$ cat config.mk
export PLATFORM = sky130hd
export DESIGN_NAME = hicm_ctrl
export DESIGN_NICKNAME = d
export VERILOG_FILES = /design/src/rtl/hicm_pkg.sv /design/src/rtl/hicm_ctrl.sv
export SDC_FILE = /design/constraint.sdc
export NUM_CORES = 1
export LEC_CHECK = 0
export CORE_AREA = 2 2 39 41
export DETAILED_ROUTE_END_ITERATION = 10
export DIE_AREA = 0 0 41 43
export DONT_BUFFER_PORTS = 1
export PLACE_DENSITY = 0.37
export SYNTH_ARGS = -nofsm -noshare
export SYNTH_HDL_FRONTEND = slang
export SYNTH_SLANG_ARGS = --single-unit
$ cat constraint.sdc
create_clock -name clk -period 1.7 [get_ports clk]
set_input_delay 0.425 -clock clk [delete_from_list [all_inputs] [get_ports clk]]
set_output_delay 0.425 -clock clk [all_outputs]
set_load 0.01 [all_outputs]
$ cat src/rtl/hicm_pkg.sv
// Shared types and constants for the header ID compression map.
// Used by the datapath, the controller and the top level; depends on nothing.

package hicm_pkg;

    // Table geometry
    localparam int ID_SPACE = 256;
    localparam int SLOT_W   = $clog2(ID_SPACE);
    localparam int COUNT_W  = SLOT_W + 1;
    localparam int RID_W    = 16;
    localparam logic [SLOT_W-1:0] SLOT_LAST = SLOT_W'(ID_SPACE - 1);

    // Stream word widths
    localparam int S_DATA_W = 24;
    localparam int M_DATA_W = 40;
    localparam int USER_W   = 2;

    // Operation codes
    typedef enum logic [1:0] {
        FUNC_COMPRESS   = 2'd0,
        FUNC_DECOMPRESS = 2'd1,
        FUNC_REMOVE     = 2'd2,
        FUNC_NONE       = 2'd3
    } func_t;

    // Result status codes
    typedef enum logic [1:0] {
        STATUS_FOUND     = 2'd0,
        STATUS_ASSIGNED  = 2'd1,
        STATUS_FULL      = 2'd2,
        STATUS_NOT_FOUND = 2'd3
    } status_t;

    // Controller states
    typedef enum logic [2:0] {
        S_IDLE,
        S_READ,
        S_SCAN,
        S_DRAIN,
        S_RESP
    } state_t;

    // Commands from controller to datapath
    typedef struct packed {
        logic load_in;
        logic scan_issue;
        logic rd_cid;
        logic commit;
    } cmd_t;

    // Status from datapath to controller
    typedef struct packed {
        func_t in_func;
        func_t func;
        logic  scan_last;
        logic  out_busy;
    } sts_t;

endpackage

$ cat src/rtl/hicm_ctrl.sv
// Controller of the header ID compression map: sequences capture, store read,
// full-table scan and result commit. Depends on hicm_pkg.

module hicm_ctrl
    import hicm_pkg::*;
(
    input  logic clk,
    input  logic rst_n,
    input  logic in_valid,
    output logic in_ready,
    input  sts_t sts,
    output cmd_t cmd
);

    state_t state_reg, state_next;

    // Next state
    always_comb
    begin
        state_next = state_reg;
        unique case (state_reg)
            S_IDLE:
            begin
                if (in_valid)
                begin
                    unique case (sts.in_func) inside
                        FUNC_COMPRESS, FUNC_REMOVE: state_next = S_SCAN;
                        FUNC_DECOMPRESS:            state_next = S_READ;
                        default:                    state_next = S_RESP;
                    endcase
                end
            end
            S_READ:
            begin
                state_next = S_RESP;
            end
            S_SCAN:
            begin
                if (sts.scan_last)
                begin
                    state_next = S_DRAIN;
                end
            end
            S_DRAIN:
            begin
                state_next = S_RESP;
            end
            S_RESP:
            begin
                if (!sts.out_busy)
                begin
                    state_next = S_IDLE;
                end
            end
            default:
            begin
                state_next = S_IDLE;
            end
        endcase
    end

    // Outputs
    always_comb
    begin
        in_ready       = 1'b0;
        cmd            = '0;
        unique case (state_reg)
            S_IDLE:
            begin
                in_ready    = 1'b1;
                cmd.load_in = in_valid;
            end
            S_READ:
            begin
                cmd.rd_cid = 1'b1;
            end
            S_SCAN:
            begin
                cmd.scan_issue = 1'b1;
            end
            S_DRAIN:
            begin
                cmd.scan_issue = 1'b0;
            end
            S_RESP:
            begin
                // Keep the store addressed by the short ID while the word waits
                cmd.rd_cid = (sts.func == FUNC_DECOMPRESS);
                cmd.commit = !sts.out_busy;
            end
            default:
            begin
                in_ready = 1'b0;
            end
        endcase
    end

    // State register
    always_ff @(posedge clk or negedge rst_n)
    begin
        if (!rst_n)
        begin
            state_reg <= S_IDLE;
        end
        else
        begin
            state_reg <= state_next;
        end
    end

endmodule

Yosys cells after proc, flatten, opt, wreduce, memory -nomap -nowiden. Cells that the tools add are included.

Input bits: 9. Bits in registers: 3. Output and inout port bits: 5.

Reductions and logical operators: 6. Equal/unequal tests: 10. Muxes and demuxes: 10.

Operators by type and width (count): $pmux 3 s4 (1); $mux 3 (3); $eq 3x2->1 const B (2); $ne 2x2->1 const B (3); $pmux 3 s2 (1); $eq 2x1->1 const B (2); $mux 1 (4); $reduce_or 2->1 (2); $eq 3x1->1 const B (1); $eq 3x3->1 const B (1); $logic_not 3->1 (1); $reduce_and 3->1 (1); $eq 2x2->1 const B (1); $logic_not 2->1 (1); $pmux 1 s2 (1); $logic_not 1->1 (1).

Logic depth before layout (Yosys ltp). Gate-level depths: netlist of run 1.

Word-level depth: 5. Depth in mapped cells: 2. Depth with buffers taken out: 2.

Worst setup path before layout of run 1. OpenSTA, ideal clock, no wires.

Kind: flip-flop to output port. Start point: reg state_reg[2]. End point: out cmd[3] (netlist name). Arrival time: 0.988 ns. Stages on the path, launching flop included: 3. Data required time: 1.275 ns. Slack: 0.287 ns. Cell sequence: dfrtp_1 -> nor3_1 -> and2_1.

RTL lines: from (decl) (line hicm_ctrl.sv:15) `state_t state_reg, state_next;`; from (signal assigned) (line hicm_ctrl.sv:107) `state_reg <= state_next;`; to (decl) (line hicm_ctrl.sv:12) `output cmd_t cmd`.

==> impl_metrics.env, run 1 <==
export IMPL_final_max_slew_violation_count=0
export IMPL_worstSetupStartpointType="register"
export IMPL_path_class="register to output port"
export IMPL_synth_compound_area_frac=0.167
export IMPL_setup_viol=0
export IMPL_max_cap_viol_count=0
export IMPL_cts_buffers_inserted=3
export IMPL_netlist_top_cell_by_area="sky130_fd_sc_hd__dfrtp_1"
export IMPL_fmax_ghz=0.636
export IMPL_ys_top_cells_by_count="sky130_fd_sc_hd__dfrtp_1 (3), sky130_fd_sc_hd__nand4bb_1 (2)"
export IMPL_placementRows=14
export IMPL_chip_height_um=43
export IMPL_drt_initial_drc_count=6
export IMPL_fp_dieW_um=41
export IMPL_fin_crit_sh=0.924
export IMPL_post_route_cells_drive_above_1_share=0.308
export IMPL_combinational_family_with_the_most_area_after_synthesis="simple AND/OR/NAND/NOR gates"
export IMPL_core_area_um2=1380
export IMPL_max_vdd_drop_mv=0.401
export IMPL_wire_length_of_the_first_global_routing_pass_um=724
export IMPL_insertedDiodeCount=0
export IMPL_synth_top_area_frac=0.385
export IMPL_synth_mux_area_fraction=0
export IMPL_slew_limit_headroom=0.818
export IMPL_post_synth_top_count_cell="sky130_fd_sc_hd__dfrtp_1"
export IMPL_power_per_cell_area_nw_per_um2=1760
export IMPL_antenna_found_initial=0
export IMPL_crit_required_ns=1.27
export IMPL_post_drt_wl_per_cell_um=12.5
export IMPL_remaining_drc_errors=0
export IMPL_synth_seq_cells=3
export IMPL_holdCritPathClass="input pin to register"
export IMPL_r2r_setup_slk_ns=0.65
export IMPL_worst_slew_pin_transition_ns=0.275
export IMPL_die_area_um2=1760
export IMPL_placed_area_um2=230
export IMPL_tritoncts_clock_tree="done"
export IMPL_synth_yosys_warnings=0
export IMPL_period_minus_slack_ns=1.57
export IMPL_initial_util=0.141
export IMPL_final_core_utilization=0.197
export IMPL_detailroute_via_count=180
export IMPL_synth_fp_nets=28
export IMPL_synthesis_instances=19
export IMPL_ys_async_sr_fraction=1.00
export IMPL_clk_pin_slew_worst_paths_ns=0.04
export IMPL_clock_path_buffers=2
export IMPL_largest_register_ff_count=3
export IMPL_syn_cell_area_um2=195
export IMPL_final_hold_violation_count=0
export IMPL_ant_nets=0
export IMPL_synth_cell_type_count=16
export IMPL_boundaryPins=14
export IMPL_rsz0062_at_grt="no"
export IMPL_detailed_route_wire_length_um=523
export IMPL_critical_path_max_fanout=6
export IMPL_groute_usage_overall=0.0705
export IMPL_finish_instance_area_um2=273
export IMPL_synth_edf_count=0
export IMPL_setup_tns_final_ns=0
export IMPL_outcome="completed"
export IMPL_worstSetupEndpointType="output port"
export IMPL_p_leak_nw=0.103
export IMPL_post_place_cells=37
export IMPL_detailedRoute_firstPassIterationCount=3
export IMPL_grt_start_max_net_pins=10
export IMPL_finClkSkew_ns=0.00518
export IMPL_synth_fa_ha_area_frac=0
export IMPL_flow_area_growth_from_synthesis_pct=39.7
export IMPL_design_final_nets=36
export IMPL_port_buffers=0
export IMPL_synth_simple_gate_area_share=0.449
export IMPL_synth_avg_cell_area_um2=10.3
export IMPL_cts_sinks=3
export IMPL_arrival_ns=1.15
export IMPL_h_tree_depth=1
export IMPL_vias_in_the_first_global_route=162
export IMPL_leading_cell_types_by_total_area_after_synthesis="sky130_fd_sc_hd__dfrtp_1 (38%), sky130_fd_sc_hd__nand4bb_1 (12%), sky130_fd_sc_hd__a22oi_2 (6.4%)"
export IMPL_synth_flop_cell="sky130_fd_sc_hd__dfrtp_1"
export IMPL_gpl_final_weighted_congestion=0.577
export IMPL_insertion_delay_ns=0.23
export IMPL_final_cells=42
export IMPL_ctsRootBufferMaster="sky130_fd_sc_hd__clkbuf_4"
export IMPL_synth_yosys_seq_area_share=0.385
export IMPL_post_synth_xor_area_fraction=0
export IMPL_grt_ovfl_total=0
export IMPL_route_detailed_vias_per_inst=4.29
[logic make-up after synthesis]
family,after synthesis
compound gates,4
flops,3
simple gates,12
[worst paths after layout]
| path | start | to | cells after the start |
|---|---|---|---|
| min in group asynchronous | rst_n | state_reg[2] | 1 |
| min reg2reg | state_reg[2] | state_reg[2] | 1 |
| min | sts[1] | state_reg[0] | 2 |
| max | state_reg[0] | cmd[0] | 2 |
| max reg2reg | state_reg[0] | state_reg[2] | 2 |
| max in group asynchronous | rst_n | state_reg[1] | 1 |
[per-stage QoR]
step	worst slack, ns	total power [W]	hold slack [ns]
after floorplan	0.287	0.000282	0.129
after global placement	0.377	0.000346	0.130
after detailed placement	0.326	0.000346	0.130
after CTS	0.0638	0.000483	0.351
after global routing	0.0198	0.000527	0.367
final	0.129	0.000481	0.355
[cells in the final DEF (no fill, tap or decap), drive strengths merged]
cell and instances:
a21boi 1, nor3 1, o21a 1, nand4bb 2, nor2 1, a22oi 1, nand2 1, or3b 1
dfrtp 3, nor4b 1, buf 2, a21oi 1, nor2b 1, nand4b 1, dlygate4sd3 1, nand2b 1
clkbuf 4, and2 2
[where the power goes]
group | switching (W) | leakage (nW) | internal [W]
combinational | 0.0000876 | 0.0493 | 0.000110
clock | 0.0000382 | 0.0150 | 0.0000881
sequential | 0.0000557 | 0.0387 | 0.000102
total | 0.000181 | 0.103 | 0.000300
[layout make-up]
cell class	instances	area, µm²
timing repair buffer	3	25.0
fill	157	1110
tap	16	20.0
multi-input combinational	16	126
sequential	3	75.1
clock buffer	4	26.3
[metal layers]
metal | GRT usage | up-vias | share of wire
met4 | 0.0800 | 0 | 0
met3 | 0.0628 | 0 | 0.13
met1 | 0.0747 | 83 | 0.39
met5 | 0 | - | 0
met2 | 0.0719 | 10 | 0.47
li1 | - | 87 | -
[what timing repair did]
item,CTS,global route
hold endpoints to repair,3,0
resized for setup,0,1
hold buffers,1,0
setup buffers,0,0
setup endpoints to repair,0,1
[worst max-delay path: stages, from the launching register on]
cell                      delay, ns
sky130_fd_sc_hd__dfrtp_1       0.43
sky130_fd_sc_hd__nor4b_2       0.31
sky130_fd_sc_hd__buf_4         0.17
Note: power is estimated with default switching activity, not from simulation.
==> run 2, diff against run 1 <==
==> constraint.sdc (replaced) <==
create_clock -name clk -period 1.7 [get_ports clk]
set_input_delay 0.17 -clock clk [delete_from_list [all_inputs] [get_ports clk]]
set_output_delay 0.17 -clock clk [all_outputs]
set_load 0.01 [all_outputs]
==> impl_metrics.env, run 2 (synthesis gave the netlist of run 1 again) <==
export IMPL_detailedRoute_firstPassIterationCount=2
export IMPL_boundaryPins=14
export IMPL_crit_cells=1
export IMPL_finClkSkew_ns=0.000640
export IMPL_crit_required_ns=1.53
export IMPL_critical_path_slowest_cell="sky130_fd_sc_hd__nor4b_1"
export IMPL_groute_usage_overall=0.0645
export IMPL_hold_depth=2
export IMPL_slew_limit_headroom=0.568
export IMPL_insertion_delay_ns=0.23
export IMPL_gpl_final_weighted_congestion=0.598
export IMPL_max_stage_delay_ns=0.60
export IMPL_design_final_nets=35
export IMPL_fmax_ghz=0.695
export IMPL_port_buffers=0
export IMPL_clock_path_buffers=2
export IMPL_core_area_um2=1380
export IMPL_fin_crit_sh=0.846
export IMPL_h_tree_depth=1
export IMPL_period_minus_slack_ns=1.44
export IMPL_critical_path_max_fanout=9
export IMPL_worst_r2r_path_depth=2
export IMPL_antenna_found_initial=0
export IMPL_outcome="completed"
export IMPL_worstSetupStartpointType="register"
export IMPL_post_route_cells_drive_above_1_share=0.240
export IMPL_detailed_route_wire_length_um=448
export IMPL_final_core_utilization=0.187
export IMPL_cts_repair_timing_setup_buffer_count=0
export IMPL_vias_in_the_first_global_route=177
export IMPL_final_max_slew_violation_count=0
export IMPL_critical_path_n_buffers_inverters=0
export IMPL_holdCritPathClass="input pin to register"
export IMPL_drt_initial_drc_count=1
export IMPL_path_class="register to output port"
export IMPL_path_delay_family="simple AND/OR/NAND/NOR gates"
export IMPL_max_vdd_drop_mv=0.322
export IMPL_cts_sinks=3
export IMPL_arrival_ns=1.27
export IMPL_setup_tns_final_ns=0
export IMPL_grt_ovfl_total=0
export IMPL_clk_pin_slew_worst_paths_ns=0.04
export IMPL_post_drt_wl_per_cell_um=10.9
export IMPL_die_area_um2=1760
export IMPL_grt_start_max_net_pins=10
export IMPL_insertedDiodeCount=0
export IMPL_detailroute_via_count=179
export IMPL_max_cap_viol_count=0
export IMPL_setup_viol=0
export IMPL_fp_dieW_um=41
export IMPL_p_leak_nw=0.0961
export IMPL_wire_length_of_the_first_global_routing_pass_um=662
export IMPL_post_cts_hold_buffer_count=1
export IMPL_dpl_hpwl_um=354
export IMPL_crit_path_cell_trace="nor4b_1"
export IMPL_cts_buffers_inserted=3
export IMPL_route_detailed_vias_per_inst=4.37
export IMPL_power_per_cell_area_nw_per_um2=1770
export IMPL_largest_register_ff_count=3
export IMPL_flow_area_growth_from_synthesis_pct=32.7
export IMPL_ant_nets=0
export IMPL_worst_slew_pin_transition_ns=0.639
export IMPL_final_hold_violation_count=0
export IMPL_placementRows=14
export IMPL_ctsRootBufferMaster="sky130_fd_sc_hd__clkbuf_4"
export IMPL_chip_height_um=43
export IMPL_worstSetupEndpointType="output port"
export IMPL_initial_util=0.141
export IMPL_remaining_drc_errors=0
export IMPL_final_cell_mix="sky130_fd_sc_hd__clkbuf_4 (3), sky130_fd_sc_hd__dfrtp_1 (3), sky130_fd_sc_hd__nand4bb_1 (2)"
export IMPL_tritoncts_clock_tree="done"
export IMPL_rsz0062_at_grt="no"
export IMPL_post_cts_resized_instances=0
-- run 2: through the flow --
step	setup slack [ns]	cells	cell area, µm²	total power (W)	hold slack (ns)
floorplan	0.542	19	195	0.000282	-0.126
global placement	0.541	36	223	0.000335	-0.125
detailed placement	0.521	36	223	0.000334	-0.125
CTS	0.257	41	259	0.000470	0.0934
global route	0.177	41	259	0.000501	0.107
finish	0.261	41	259	0.000458	0.101
-- run 2: path summary, 6_finish.rpt --
kind,start,to,slack [ns]
max,state_reg[1],cmd[0],0.26
min,sts[1],state_reg[0],0.10
max reg2reg,state_reg[1],state_reg[2],0.67
min reg2reg,state_reg[2],state_reg[2],0.53
max in group asynchronous,rst_n,state_reg[1],1.37
min in group asynchronous,rst_n,state_reg[0],0.19
-- run 2: routing by layer --
metal,track usage,share of wire
met5,0,0
met3,0.0366,0.17
met1,0.0554,0.36
met2,0.0781,0.45
met4,0.100,0.022
-- run 2: power breakdown --
group	total, W	internal, W	switching, W	leakage, nW
clock network	0.000125	0.0000880	0.0000372	0.0150
logic	0.000183	0.0000987	0.0000846	0.0424
registers	0.000149	0.000102	0.0000471	0.0387
-- run 2: final cells by class --
class	instances	area, µm²
tap	16	20.0
sequential	3	75.1
timing repair buffer	2	17.5
multi-input combinational	16	120
fill	160	1120
clock buffer	4	26.3
==> run 3, diff against run 2 <==
ABC_AREA = 1   (was not set)
PLACE_DENSITY = 0.44   (was 0.37)
clock period = 1.2 ns   (was 1.7 ns; I/O delays follow)
==> impl_metrics.env, run 3 <==
export IMPL_outcome="finished with violations"
export IMPL_violations="setup timing"
export IMPL_synth_yosys_seq_area_share=0.286
export IMPL_worstHoldEndpoint="state_reg[0]"
export IMPL_cts_sinks=3
export IMPL_critical_path_slowest_cell="sky130_fd_sc_hd__dfrtp_2"
export IMPL_final_hold_violation_count=0
export IMPL_rsz0062_at_grt="yes"
export IMPL_chip_height_um=43
export IMPL_synthesis_instances=38
export IMPL_post_drt_wl_per_cell_um=9.34
export IMPL_worst_r2r_path_depth=5
export IMPL_r2r_setup_slk_ns=0.12
export IMPL_port_buffers=0
export IMPL_crit_path_cell_trace="nor2_4 -> nand2_2 -> o22ai_2"
export IMPL_detailed_route_wire_length_um=579
export IMPL_ys_async_sr_fraction=1.00
export IMPL_synth_top_area_frac=0.286
export IMPL_totalPowerFinal_w=0.000901
export IMPL_gpl_final_weighted_congestion=0.632
export IMPL_design_final_nets=56
export IMPL_boundaryPins=14
export IMPL_ctsRootBufferMaster="sky130_fd_sc_hd__clkbuf_4"
export IMPL_initial_util=0.190
export IMPL_flow_area_growth_from_synthesis_pct=42.4
export IMPL_num_fill_cells=158
export IMPL_synth_avg_cell_area_um2=6.91
export IMPL_ant_nets=0
export IMPL_clk_pin_slew_worst_paths_ns=0.04
export IMPL_antenna_found_initial=0
export IMPL_crit_required_ns=1.08
export IMPL_route_detailed_vias_per_inst=4.29
export IMPL_detailedRoute_firstPassIterationCount=1
export IMPL_fin_crit_sh=1.01
export IMPL_max_stage_delay_ns=0.46
export IMPL_arrival_ns=1.09
export IMPL_vias_in_the_first_global_route=257
export IMPL_core_area_um2=1380
export IMPL_max_vdd_drop_mv=0.380
export IMPL_groute_usage_overall=0.0874
export IMPL_top_layer="met4"
export IMPL_final_critical_path_setup_slack_ns=-0.00692
export IMPL_insertion_delay_ns=0.24
export IMPL_finish_instance_area_um2=374
export IMPL_synth_cell_type_count=16
export IMPL_remaining_drc_errors=0
export IMPL_synth_seq_cells=3
export IMPL_placed_area_um2=290
export IMPL_netlist_top_cell_by_area="sky130_fd_sc_hd__dfrtp_1"
export IMPL_area_used_by_multi_input_combinational_logic_um2=181
export IMPL_worstSetupStartpointType="register"
export IMPL_cts_buffers_inserted=3
export IMPL_h_tree_depth=1
export IMPL_synth_yosys_warnings=0
export IMPL_synth_flop_cell="sky130_fd_sc_hd__dfrtp_1"
export IMPL_hold_depth=3
export IMPL_setup_tns_final_ns=-0.00692
export IMPL_seq_area_um2=76.3
export IMPL_clock_path_buffers=2
export IMPL_worst_slew_pin_transition_ns=0.203
export IMPL_drt_initial_drc_count=0
export IMPL_setup_viol=1
export IMPL_worstSetupEndpointType="output port"
export IMPL_grt_ovfl_total=0
export IMPL_slew_limit_headroom=0.864
export IMPL_path_class="register to output port"
export IMPL_synth_edf_count=0
export IMPL_detailroute_via_count=266
export IMPL_dpl_hpwl_um=448
export IMPL_path_delay_family="flip-flops"
export IMPL_leading_cell_types_by_total_area_after_synthesis="sky130_fd_sc_hd__dfrtp_1 (29%), sky130_fd_sc_hd__nand3_2 (11%), sky130_fd_sc_hd__inv_1 (11%)"
export IMPL_detail_route_met2_wl_um=322
export IMPL_wire_length_of_the_first_global_routing_pass_um=924
export IMPL_route_layer_met1_wl_um=192
export IMPL_ys_top_cells_by_count="sky130_fd_sc_hd__inv_1 (8), sky130_fd_sc_hd__nand2_1 (8), sky130_fd_sc_hd__nor2_1 (4), sky130_fd_sc_hd__dfrtp_1 (3), sky130_fd_sc_hd__nand3_2 (3)"
export IMPL_p_leak_nw=0.191
export IMPL_hold_path_startpoint="sts[5]"
export IMPL_die_area_um2=1760
export IMPL_critical_path_n_buffers_inverters=0
export IMPL_critical_path_max_fanout=6
export IMPL_fp_dieW_um=41
export IMPL_tritoncts_clock_tree="done"
export IMPL_post_route_cells_drive_above_1_share=0.500
export IMPL_synth_fp_nets=47
export IMPL_final_max_slew_violation_count=0
export IMPL_placementRows=14
export IMPL_period_minus_slack_ns=1.21
export IMPL_power_per_cell_area_nw_per_um2=2410
export IMPL_met3RoutedLength_um=42
export IMPL_grt_start_max_net_pins=7
export IMPL_final_cell_mix="sky130_fd_sc_hd__inv_1 (8), sky130_fd_sc_hd__nand2_1 (6)"
export IMPL_syn_cell_area_um2=263
export IMPL_insertedDiodeCount=0
export IMPL_worst_r2r_startpoint="state_reg[0]"
export IMPL_max_cap_viol_count=0
export IMPL_finClkSkew_ns=0.00182
export IMPL_largest_register_ff_count=3
export IMPL_fmax_ghz=0.829
export IMPL_r2r_end="state_reg[2]"
export IMPL_layout_cells_most_common="sky130_fd_sc_hd__inv_1"
export IMPL_holdCritPathClass="input pin to register"
[run 3: cell count changes after synthesis, moves of 2 or more]
cell,previous run,this run
sky130_fd_sc_hd__inv_1,0,8
sky130_fd_sc_hd__inv_2,0,2
sky130_fd_sc_hd__nand2_1,1,8
sky130_fd_sc_hd__nand3_2,0,3
sky130_fd_sc_hd__nand4bb_1,2,0
sky130_fd_sc_hd__nor2_1,1,4
[run 3: kinds of logic (layout without fill, tap and decap cells)]
group                  after synthesis  count (layout)  synth area share
DFF                                  3               3             0.286
buffers and inverters               10              18             0.143
and+or+nand+nor                     21              21             0.452
AOI/OAI and AO/OA                    4               4             0.119
[run 3: worst min-delay path: cells and delay by family]
family             cells  cell delay (ns)
and+or+nand+nor        2             0.10
AOI/OAI and AO/OA      1             0.04
[run 3: how the worst max path moves through the flow]
stage | from | endpoint | slack [ns] | cells after the start
after floorplan | state_reg[1] | cmd[1] | 0.23 | 3
after global placement | state_reg[2] | cmd[3] | 0.14 | 4
after detailed placement | state_reg[1] | cmd[1] | 0.16 | 3
after CTS | state_reg[1] | cmd[1] | -0.0004 | 3
after global routing | state_reg[0] | cmd[3] | -0.05 | 4
final | state_reg[1] | cmd[1] | -0.007 | 3
[run 3: metal layers]
layer | track usage | vias to the layer above
met4 | 0.0800 | 0
met2 | 0.138 | 6
met5 | 0 | -
li1 | - | 135
met1 | 0.0613 | 123
met3 | 0.0628 | 2
[run 3: repair_timing]
action                     in CTS  in global routing
setup endpoints to repair       3                  4
setup buffers                   2                  0
pin swaps                       0                  2
resized for setup               5                  4
hold buffers                    1                  0
hold endpoints to repair        3                  0
[run 3: layout make-up]
cell class | count | area share
clock buffer | 4 | 0.0702
inverter | 10 | 0.100
multi-input combinational | 25 | 0.485
sequential | 3 | 0.204
tap | 16 | 0.0535
timing repair buffer | 4 | 0.0870
[run 3: per-stage QoR]
| step | hold WS (ns) | worst slack [ns] | cells | util |
|---|---|---|---|---|
| after floorplan | -0.176 | 0.229 | 38 | - |
| after global placement | -0.175 | 0.144 | 55 | 0.210 |
| after detailed placement | -0.175 | 0.158 | 55 | 0.210 |
| after CTS | 0.0591 | -0.000404 | 62 | 0.259 |
| after global routing | 0.0802 | -0.0497 | 62 | 0.270 |
| final | 0.0582 | -0.00692 | 62 | 0.270 |
[run 3: power by group]
| group | internal (W) | switching, W | total [W] |
|---|---|---|---|
| registers | 0.000147 | 0.0000694 | 0.000217 |
| clock network | 0.000125 | 0.0000604 | 0.000185 |
| logic | 0.000205 | 0.000294 | 0.000499 |
